[src/mgb_pkg.sv]
// shared types, register codes and helpers for the clipped glyph blitter
`default_nettype none
package mgb_pkg;

    // clamp limits for frame and glyph sizes
    localparam logic [11:0] MAX_FRAME_DIM = 12'd2048;
    localparam logic [6:0]  MAX_GLYPH_DIM = 7'd64;

    // configuration register indexes
    localparam logic [2:0] REG_FRAME_WIDTH  = 3'd0;
    localparam logic [2:0] REG_FRAME_HEIGHT = 3'd1;
    localparam logic [2:0] REG_GLYPH_COLS   = 3'd2;
    localparam logic [2:0] REG_GLYPH_ROWS   = 3'd3;
    localparam logic [2:0] REG_INK_WHITE    = 3'd4;

    // reset values of the registers
    localparam logic [11:0] RST_FRAME_WIDTH  = 12'd800;
    localparam logic [11:0] RST_FRAME_HEIGHT = 12'd480;
    localparam logic [6:0]  RST_GLYPH_COLS   = 7'd19;
    localparam logic [6:0]  RST_GLYPH_ROWS   = 7'd25;

    // input item
    typedef struct packed {
        logic [7:0]         glyph_byte;
        logic signed [11:0] origin_x;
        logic signed [11:0] origin_y;
        logic               glyph_start;
    } in_t;

    // result item
    typedef struct packed {
        logic [18:0] byte_address;
        logic [7:0]  bit_mask;
        logic        set_bits;
        logic        last_of_run;
    } out_t;

    // configuration register set
    typedef struct packed {
        logic [11:0] frame_width;
        logic [11:0] frame_height;
        logic [6:0]  glyph_cols;
        logic [6:0]  glyph_rows;
        logic        ink_white;
    } cfg_t;

    // classified byte handed from front to back
    typedef struct packed {
        logic [10:0] py;
        logic [7:0]  lmask;
        logic [7:0]  rmask;
        logic [10:0] bidx;
    } cmd_t;

    function automatic logic [11:0] clamp_frame(input logic [11:0] v);
        return (v > MAX_FRAME_DIM) ? MAX_FRAME_DIM : v;
    endfunction

    function automatic logic [6:0] clamp_glyph(input logic [6:0] v);
        return (v > MAX_GLYPH_DIM) ? MAX_GLYPH_DIM : v;
    endfunction

endpackage
`default_nettype wire

[src/mgb_front.sv]
// front end: glyph counters, clipping and per-byte mask split
`default_nettype none
module mgb_front (
    input  wire logic          clk,
    input  wire logic          rst_n,
    input  wire mgb_pkg::cfg_t cfg,
    input  wire mgb_pkg::in_t  item,
    input  wire logic          accept,
    output mgb_pkg::cmd_t      cmd,
    output logic               cmd_live
);

    logic [5:0]  row_reg, row_next;
    logic [2:0]  col_reg, col_next;
    logic [5:0]  row_eff;
    logic [2:0]  col_eff;
    logic [6:0]  cols;
    logic [6:0]  rows;
    logic [11:0] fw;
    logic [11:0] fh;
    logic [3:0]  gstride;
    logic [12:0] py13;
    logic        row_ok;
    logic [13:0] px0;
    logic [7:0]  m;
    logic [15:0] w;

    // effective sizes
    always_comb
    begin
        cols    = mgb_pkg::clamp_glyph(cfg.glyph_cols);
        rows    = mgb_pkg::clamp_glyph(cfg.glyph_rows);
        fw      = mgb_pkg::clamp_frame(cfg.frame_width);
        fh      = mgb_pkg::clamp_frame(cfg.frame_height);
        gstride = 4'(({1'b0, cols} + 8'd7) >> 3);
        if (gstride == 4'd0)
        begin
            gstride = 4'd1;
        end
    end

    // counters as seen by this item
    assign row_eff = item.glyph_start ? 6'd0 : row_reg;
    assign col_eff = item.glyph_start ? 3'd0 : col_reg;

    // vertical clip
    always_comb
    begin
        py13   = {item.origin_y[11], item.origin_y} + {7'd0, row_eff};
        row_ok = ({1'b0, row_eff} < rows) && !py13[12] && (py13[11:0] < fh);
    end

    // horizontal clip per pixel
    always_comb
    begin
        logic [13:0] px;
        logic [5:0]  gc;
        px0 = {{2{item.origin_x[11]}}, item.origin_x} + {8'd0, col_eff, 3'd0};
        m   = 8'h00;
        for (int i = 0; i < 8; i++)
        begin
            px = px0 + 14'(i);
            gc = {col_eff, 3'(i)};
            m[7 - i] = item.glyph_byte[7 - i] && ({1'b0, gc} < cols) && !px[13]
                       && (px[12:0] < {1'b0, fw}) && row_ok;
        end
        w = {m, 8'h00} >> px0[2:0];
    end

    // classified item
    always_comb
    begin
        cmd.py    = py13[10:0];
        cmd.lmask = w[15:8];
        cmd.rmask = w[7:0];
        cmd.bidx  = px0[13:3];
        cmd_live  = (m != 8'h00);
    end

    // counter advance
    always_comb
    begin
        row_next = row_eff;
        col_next = col_eff + 3'd1;
        if (({1'b0, col_eff} + 4'd1) >= gstride)
        begin
            col_next = 3'd0;
            if (({1'b0, row_eff} + 7'd1) >= rows)
            begin
                row_next = 6'd0;
            end
            else
            begin
                row_next = row_eff + 6'd1;
            end
        end
    end

    always_ff @(posedge clk or negedge rst_n)
    begin
        if (!rst_n)
        begin
            row_reg <= 6'd0;
            col_reg <= 3'd0;
        end
        else if (accept)
        begin
            row_reg <= row_next;
            col_reg <= col_next;
        end
    end

endmodule
`default_nettype wire

[src/mgb_queue.sv]
// two-entry queue between front and back
`default_nettype none
module mgb_queue (
    input  wire logic          clk,
    input  wire logic          rst_n,
    input  wire logic          push,
    input  wire mgb_pkg::cmd_t push_cmd,
    input  wire logic          pop,
    output logic               full,
    output logic               nonempty,
    output mgb_pkg::cmd_t      head
);

    mgb_pkg::cmd_t mem_reg [2];
    logic          wptr_reg, wptr_next;
    logic          rptr_reg, rptr_next;
    logic [1:0]    count_reg, count_next;
    logic          do_pop;

    // status
    assign full     = (count_reg == 2'd2);
    assign nonempty = (count_reg != 2'd0);
    assign head     = mem_reg[rptr_reg];
    assign do_pop   = pop && nonempty;

    // pointer and count update
    always_comb
    begin
        wptr_next  = push ? !wptr_reg : wptr_reg;
        rptr_next  = do_pop ? !rptr_reg : rptr_reg;
        count_next = count_reg + {1'b0, push} - {1'b0, do_pop};
    end

    always_ff @(posedge clk or negedge rst_n)
    begin
        if (!rst_n)
        begin
            wptr_reg  <= 1'b0;
            rptr_reg  <= 1'b0;
            count_reg <= 2'd0;
        end
        else
        begin
            wptr_reg  <= wptr_next;
            rptr_reg  <= rptr_next;
            count_reg <= count_next;
        end
    end

    // storage
    always_ff @(posedge clk)
    begin
        if (push)
        begin
            mem_reg[wptr_reg] <= push_cmd;
        end
    end

endmodule
`default_nettype wire

[src/mgb_back.sv]
// back end: row address multiply and one framebuffer write per cycle while write_stall is low
`default_nettype none
module mgb_back (
    input  wire logic          clk,
    input  wire logic          rst_n,
    input  wire mgb_pkg::cfg_t cfg,
    input  wire logic          q_nonempty,
    input  wire mgb_pkg::cmd_t q_head,
    output logic               q_pop,
    output logic               write_valid,
    output mgb_pkg::out_t      write_item,
    input  wire logic          write_stall
);

    logic          a_valid_reg, a_valid_next;
    logic [18:0]   a_prod_reg, a_prod_next;
    logic [7:0]    a_lmask_reg, a_lmask_next;
    logic [7:0]    a_rmask_reg;
    logic [10:0]   a_bidx_reg;
    logic          out_valid_reg, out_valid_next;
    mgb_pkg::out_t out_reg, out_next;
    logic [8:0]    fstride;
    logic          out_adv;
    logic          emit_last;
    logic [18:0]   addr_left;

    // row stride in bytes
    assign fstride = 9'((13'(mgb_pkg::clamp_frame(cfg.frame_width)) + 13'd7) >> 3);

    assign out_adv   = !out_valid_reg || !write_stall;
    assign emit_last = (a_lmask_reg == 8'h00) || (a_rmask_reg == 8'h00);
    assign q_pop     = q_nonempty && (!a_valid_reg || (out_adv && emit_last));
    assign addr_left = a_prod_reg + {{8{a_bidx_reg[10]}}, a_bidx_reg};

    // working stage: load, multiply, retire
    always_comb
    begin
        a_valid_next = a_valid_reg;
        a_lmask_next = a_lmask_reg;
        a_prod_next  = 19'(q_head.py) * 19'(fstride);
        if (a_valid_reg && out_adv)
        begin
            if (emit_last)
            begin
                a_valid_next = 1'b0;
            end
            else
            begin
                a_lmask_next = 8'h00;
            end
        end
        if (q_pop)
        begin
            a_valid_next = 1'b1;
            a_lmask_next = q_head.lmask;
        end
    end

    // next write: left byte first, then right byte
    always_comb
    begin
        out_valid_next = out_valid_reg;
        out_next       = out_reg;
        if (out_adv)
        begin
            out_valid_next = a_valid_reg;
            if (a_lmask_reg != 8'h00)
            begin
                out_next.byte_address = addr_left;
                out_next.bit_mask     = a_lmask_reg;
            end
            else
            begin
                out_next.byte_address = addr_left + 19'd1;
                out_next.bit_mask     = a_rmask_reg;
            end
            out_next.set_bits    = cfg.ink_white;
            out_next.last_of_run = emit_last;
        end
    end

    always_ff @(posedge clk or negedge rst_n)
    begin
        if (!rst_n)
        begin
            a_valid_reg   <= 1'b0;
            out_valid_reg <= 1'b0;
        end
        else
        begin
            a_valid_reg   <= a_valid_next;
            out_valid_reg <= out_valid_next;
        end
    end

    always_ff @(posedge clk)
    begin
        a_lmask_reg <= a_lmask_next;
        out_reg     <= out_next;
        if (q_pop)
        begin
            a_prod_reg  <= a_prod_next;
            a_rmask_reg <= q_head.rmask;
            a_bidx_reg  <= q_head.bidx;
        end
    end

    assign write_valid = out_valid_reg;
    assign write_item  = out_reg;

endmodule
`default_nettype wire

[src/mono_glyph_blit_clipped_top.sv]
// clipped 1bpp glyph blitter: top level with configuration registers
// path: an item's first write is registered in the queue, then the working stage, then the output register
// throughput: one item per cycle when it makes one write or none and writes are not
// stalled; an item with two writes holds the single write stage of the back end for both
// reset: counters at zero, queue and output empty, registers at their defaults
`default_nettype none
module mono_glyph_blit_clipped_top (
    input  wire logic          clk,
    input  wire logic          rst_n,
    input  wire logic          cfg_we,
    input  wire logic [2:0]    cfg_index,
    input  wire logic [11:0]   cfg_data,
    input  wire logic          glyph_valid,
    output logic               glyph_stall,
    input  wire mgb_pkg::in_t  glyph_item,
    output logic               write_valid,
    input  wire logic          write_stall,
    output mgb_pkg::out_t      write_item
);

    mgb_pkg::cfg_t cfg_reg, cfg_next;
    mgb_pkg::cmd_t cmd;
    mgb_pkg::cmd_t q_head;
    logic          cmd_live;
    logic          accept;
    logic          q_full;
    logic          q_nonempty;
    logic          q_pop;

    // configuration writes
    always_comb
    begin
        cfg_next = cfg_reg;
        if (cfg_we)
        begin
            case (cfg_index)
                mgb_pkg::REG_FRAME_WIDTH:  cfg_next.frame_width  = cfg_data;
                mgb_pkg::REG_FRAME_HEIGHT: cfg_next.frame_height = cfg_data;
                mgb_pkg::REG_GLYPH_COLS:   cfg_next.glyph_cols   = cfg_data[6:0];
                mgb_pkg::REG_GLYPH_ROWS:   cfg_next.glyph_rows   = cfg_data[6:0];
                mgb_pkg::REG_INK_WHITE:    cfg_next.ink_white    = cfg_data[0];
                default:                   cfg_next = cfg_reg;
            endcase
        end
    end

    always_ff @(posedge clk or negedge rst_n)
    begin
        if (!rst_n)
        begin
            cfg_reg.frame_width  <= mgb_pkg::RST_FRAME_WIDTH;
            cfg_reg.frame_height <= mgb_pkg::RST_FRAME_HEIGHT;
            cfg_reg.glyph_cols   <= mgb_pkg::RST_GLYPH_COLS;
            cfg_reg.glyph_rows   <= mgb_pkg::RST_GLYPH_ROWS;
            cfg_reg.ink_white    <= 1'b0;
        end
        else
        begin
            cfg_reg <= cfg_next;
        end
    end

    // input handshake
    assign glyph_stall = q_full;
    assign accept      = glyph_valid && !q_full;

    mgb_front u_front (
        .clk      (clk),
        .rst_n    (rst_n),
        .cfg      (cfg_reg),
        .item     (glyph_item),
        .accept   (accept),
        .cmd      (cmd),
        .cmd_live (cmd_live)
    );

    mgb_queue u_queue (
        .clk      (clk),
        .rst_n    (rst_n),
        .push     (accept && cmd_live),
        .push_cmd (cmd),
        .pop      (q_pop),
        .full     (q_full),
        .nonempty (q_nonempty),
        .head     (q_head)
    );

    mgb_back u_back (
        .clk         (clk),
        .rst_n       (rst_n),
        .cfg         (cfg_reg),
        .q_nonempty  (q_nonempty),
        .q_head      (q_head),
        .q_pop       (q_pop),
        .write_valid (write_valid),
        .write_item  (write_item),
        .write_stall (write_stall)
    );

endmodule
`default_nettype wire
[config.mk]
export PLATFORM = sky130hd
export DESIGN_NAME = mono_glyph_blit_clipped_top
export DESIGN_NICKNAME = d
export VERILOG_FILES = /design/src/mgb_pkg.sv /design/src/mgb_front.sv /design/src/mgb_queue.sv /design/src/mgb_back.sv /design/src/mono_glyph_blit_clipped_top.sv
export SDC_FILE = /design/constraint.sdc
export NUM_CORES = 1
export LEC_CHECK = 0
export BUFFER_PORTS_ARGS = -buffer_cell sky130_fd_sc_hd__clkbuf_2
export CAP_MARGIN = 20
export CORE_ASPECT_RATIO = 0.9
export CORE_MARGIN = 2
export CORE_UTILIZATION = 30
export CTS_CLUSTER_DIAMETER = 150
export DETAILED_ROUTE_END_ITERATION = 16
export GPL_TIMING_DRIVEN = 1
export SLEW_MARGIN = 15
export SYNTH_ARGS = -nofsm -noshare
export SYNTH_HDL_FRONTEND = slang
export SYNTH_SLANG_ARGS = --single-unit
[constraint.sdc]
create_clock -name clk -period 5.9 [get_ports clk]
set_clock_uncertainty 0.1 [all_clocks]
set_input_delay 0.885 -clock clk [delete_from_list [all_inputs] [get_ports clk]]
set_output_delay 0.885 -clock clk [all_outputs]
set_load 0.05 [all_outputs]
==> results.sh <==
export IMPL_drc=0
export IMPL_firstDrtPassIters=5
export IMPL_slowest_delay_ns=0.55
export IMPL_dp_hpwl_um=36010
export IMPL_crit_fanout=3
export IMPL_row_count=81
export IMPL_synthFlopType="edfxtp_1"
export IMPL_cp_common_cell="fa_1"
export IMPL_crit_chain="nand3_2 -> nor3_2 -> and2_4 -> nand4_1 -> xnor2_2 -> or2_4 -> fa_1 -> fa_1 -> inv_1 -> fa_1 -> inv_1 -> fa_1 -> inv_2 -> ha_4 -> a21boi_2 -> o21ai_2 -> a21boi_2 -> o2111ai_2 -> a31oi_1 -> or4_1 -> nand3_1"
export IMPL_endpoint_kind="register"
export IMPL_clkSinkCount=199
export IMPL_cts_hold_buf=0
export IMPL_grt_usage_pct=15.84
export IMPL_synth_edff_count=145
export IMPL_die_area_um2=57410
export IMPL_leakage_nw=8.287
export IMPL_peakVddDrop_uv=307.1
export IMPL_worst_path_buf_inv=3
export IMPL_drt_initial_drc_count=685
export IMPL_path_clk_slew_ns=0.08
export IMPL_grt_ovfl_total=0
export IMPL_grt_max_degree=55
export IMPL_yosysMostFrequentCell="ha_1"
export IMPL_io_pins=84
export IMPL_vias=12540
export IMPL_netlist_area_um2=16650
export IMPL_p_comb_share_pct=61.0
export IMPL_syn_area_per_cell_um2=10.10
export IMPL_path_class="register to register"
export IMPL_yosys_area_top_type="edfxtp_1"
export IMPL_syn_inst=1648
export IMPL_worst_slack_ns=0.2412
export IMPL_drv_cap=0
export IMPL_crit_end="u_back.a_prod_reg[18]"
export IMPL_antenna_found_initial=1
export IMPL_ant_nets=0
export IMPL_cp_num_cells=21
export IMPL_htree_num_levels=4
export IMPL_r2r_end="u_back.a_prod_reg[18]"
export IMPL_synth_area_leaders="edfxtp_1 (26%), ha_1 (15%), fa_1 (7.9%), dfrtp_1 (6.2%), xnor2_1 (5.9%)"
export IMPL_cts_buffer_depth=2
export IMPL_clkPwrFrac_pct=14.9
export IMPL_die_width_um=252.3
export IMPL_crit_arrival_ns=5.89
export IMPL_fin_crit_ns=5.659
export IMPL_cts_root_buf="clkbuf_16"
export IMPL_slew_headroom_pct=47.86
export IMPL_clkLatencyLatePin_ns=0.45
export IMPL_nFillCells=5456
export IMPL_startpoint_type="register"
export IMPL_setup_viol=0
export IMPL_chipHeight_um=227.5
export IMPL_powerDensity_nw_per_um2=428.0
export IMPL_grt_first_pass_wirelength_um=70500
export IMPL_synth_common_cells="ha_1 (196), inv_1 (150), edfxtp_1 (145), nand2_1 (140), nor2_1 (131)"
export IMPL_cp_required_ns=6.13
export IMPL_reg2reg_slack_ns=0.24
export IMPL_numCtsBuffers=17
export IMPL_power_mw=8.306
export IMPL_portBuffers=83
export IMPL_grt_pass1_vias=12610
export IMPL_p_switching_mw=3.614
export IMPL_fin_crit_sh_pct=95.91
export IMPL_timing_rr_start="cfg_reg[32]"
export IMPL_wirelength_um=44190
export IMPL_seq_area_frac_synth_pct=34.36
export IMPL_core_area_um2=54630
export IMPL_yosysTopAreaCellShare_pct=26.15
export IMPL_hp_class="register to register"
export IMPL_internal_power_mw=4.692
export IMPL_multi_input_area_um2=10360
export IMPL_place_ws_ns=0.01463
export IMPL_synth_fp_nets=1963
export IMPL_ff_latch_area_um2=5723
export IMPL_reg2regPathDepth=21
export IMPL_start_util_pct=30.48
export IMPL_slowest_stage="dfstp_2"
export IMPL_status="finished, final reports clean"
export IMPL_swShare_pct=43.51
export IMPL_syn2layout_area_growth_pct=16.55
export IMPL_crit_start="cfg_reg[32]"
export IMPL_worst_slew_pin_slew_ns=0.7769
export IMPL_hold_viol_final=0
export IMPL_synth_warnings=0
export IMPL_wl_per_cell_um=17.44
export IMPL_largest_reg_flops=72
export IMPL_cp_top_family="adder cells"
export IMPL_drive_above_1_share_pct=18.34
export IMPL_ys_seq_elements=199
export IMPL_cts_tree="done"
export IMPL_synth_cell_types=79
export IMPL_power_frac_seq_pct=24.1
export IMPL_synthArstFlopShare_pct=27.14
export IMPL_hold_ws_ns=0.3687
export IMPL_fmax_mhz=176.7
export IMPL_finalWeightedCongestion=0.9544
export IMPL_num_nets_final=2129
export IMPL_vias_per_cell=4.952
export IMPL_slew_viol_final=0
[logic make-up after synthesis]
logic type,Yosys count,share of synthesized area [%]
xor+xnor,142,7.514
simple gates,498,14.52
buf+inv,189,4.275
fa+ha+maj,262,22.66
flops,199,34.36
compound gates,268,10.79
mux,90,5.883
[repair_timing]
action                                  in CTS  in global routing
resized for setup                            0                 22
setup buffers                                0                  1
endpoints found under the setup margin       0                  5
[metal layers]
layer / up-vias / GRT usage (%) / wire, um
li1: 6164 / - / -
met1: 5996 / 22.89 / 22070
met2: 336 / 23.98 / 18600
met3: 47 / 3.270 / 2691
met4: 0 / 4.237 / 818
met5: - / 0 / 0
[worst min path at each step]
| stage | from | to | cells past startpoint |
|---|---|---|---|
| floorplan | cfg_reg[0] | u_back.write_item[1] | 0 |
| global placement | u_back.a_lmask_reg[0] | u_back.write_item[2] | 0 |
| detailed placement | u_back.a_lmask_reg[0] | u_back.write_item[2] | 0 |
| CTS | u_back.a_lmask_reg[0] | u_back.write_item[2] | 0 |
| global route | u_back.a_lmask_reg[0] | u_back.write_item[2] | 0 |
| finish | u_back.a_lmask_reg[0] | u_back.write_item[2] | 0 |
[power by group through the flow]
stage,Combinational (mW),Clock (mW),Sequential [mW]
2_1_floorplan,3.55,0,2.08
3_3_place_gp,4.83,0,2.02
3_5_place_dp,4.90,0,2.03
4_1_cts,4.93,1.26,2.00
5_1_grt,5.82,1.32,2.02
6_report,5.07,1.24,2.00
[through the flow]
stage / util (%) / std cells / area (um2) / setup TNS [ns]
final: 35.53 / 2533 / 19410 / 0
after detailed placement: 34.14 / 2497 / 18650 / 0
after CTS: 35.29 / 2529 / 19280 / 0
after global placement: 34.14 / 2497 / 18650 / 0
after floorplan: - / 1648 / 16710 / 0
after global routing: 35.52 / 2532 / 19400 / -0.02776
[worst reg2reg max path: stages, from the launching register on]
cell       delay [ns]
dfstp_2          0.55
nand3_2          0.09
nor3_2           0.21
and2_4           0.19
nand4_1          0.17
xnor2_2          0.20
or2_4            0.26
fa_1             0.52
fa_1             0.52
inv_1            0.06
fa_1             0.52
inv_1            0.05
fa_1             0.49
inv_2            0.05
ha_4             0.23
a21boi_2         0.16
o21ai_2          0.17
a21boi_2         0.09
o2111ai_2        0.23
a31oi_1          0.12
or4_1            0.50
nand3_1          0.08
[area by class of cell]
class	count	share of cell area, %
Antenna cell	1	0.01289
Clock buffer	18	2.211
Clock inverter	14	1.019
Inverter	156	3.017
Multi-Input combinational cell	1260	53.39
Sequential cell	199	29.49
Tap cell	705	4.545
Timing Repair Buffer	180	6.318
[placed cells by master, fill, tap and decap left out, types with 13 or more instances in the layout]
master,netlist,layout
o21ai_0,53,51
nand4_1,17,17
nor3_1,31,29
nor4_1,13,13
buf_4,0,91
xnor2_1,113,111
xor2_1,28,23
nand3_1,39,38
ha_1,196,195
edfxtp_1,145,145
clkbuf_2,1,83
dfstp_2,13,13
and3_1,21,21
o21a_1,20,20
nand2_1,140,140
mux2i_1,27,27
clkbuf_16,0,17
dfrtp_1,41,40
mux2_2,63,63
a211oi_1,15,15
a21oi_1,56,55
inv_1,150,149
a21o_1,25,25
nor2b_1,24,24
fa_1,66,65
nand2b_1,23,22
nor2_1,131,128
Power figures use the tool's default switching activity.
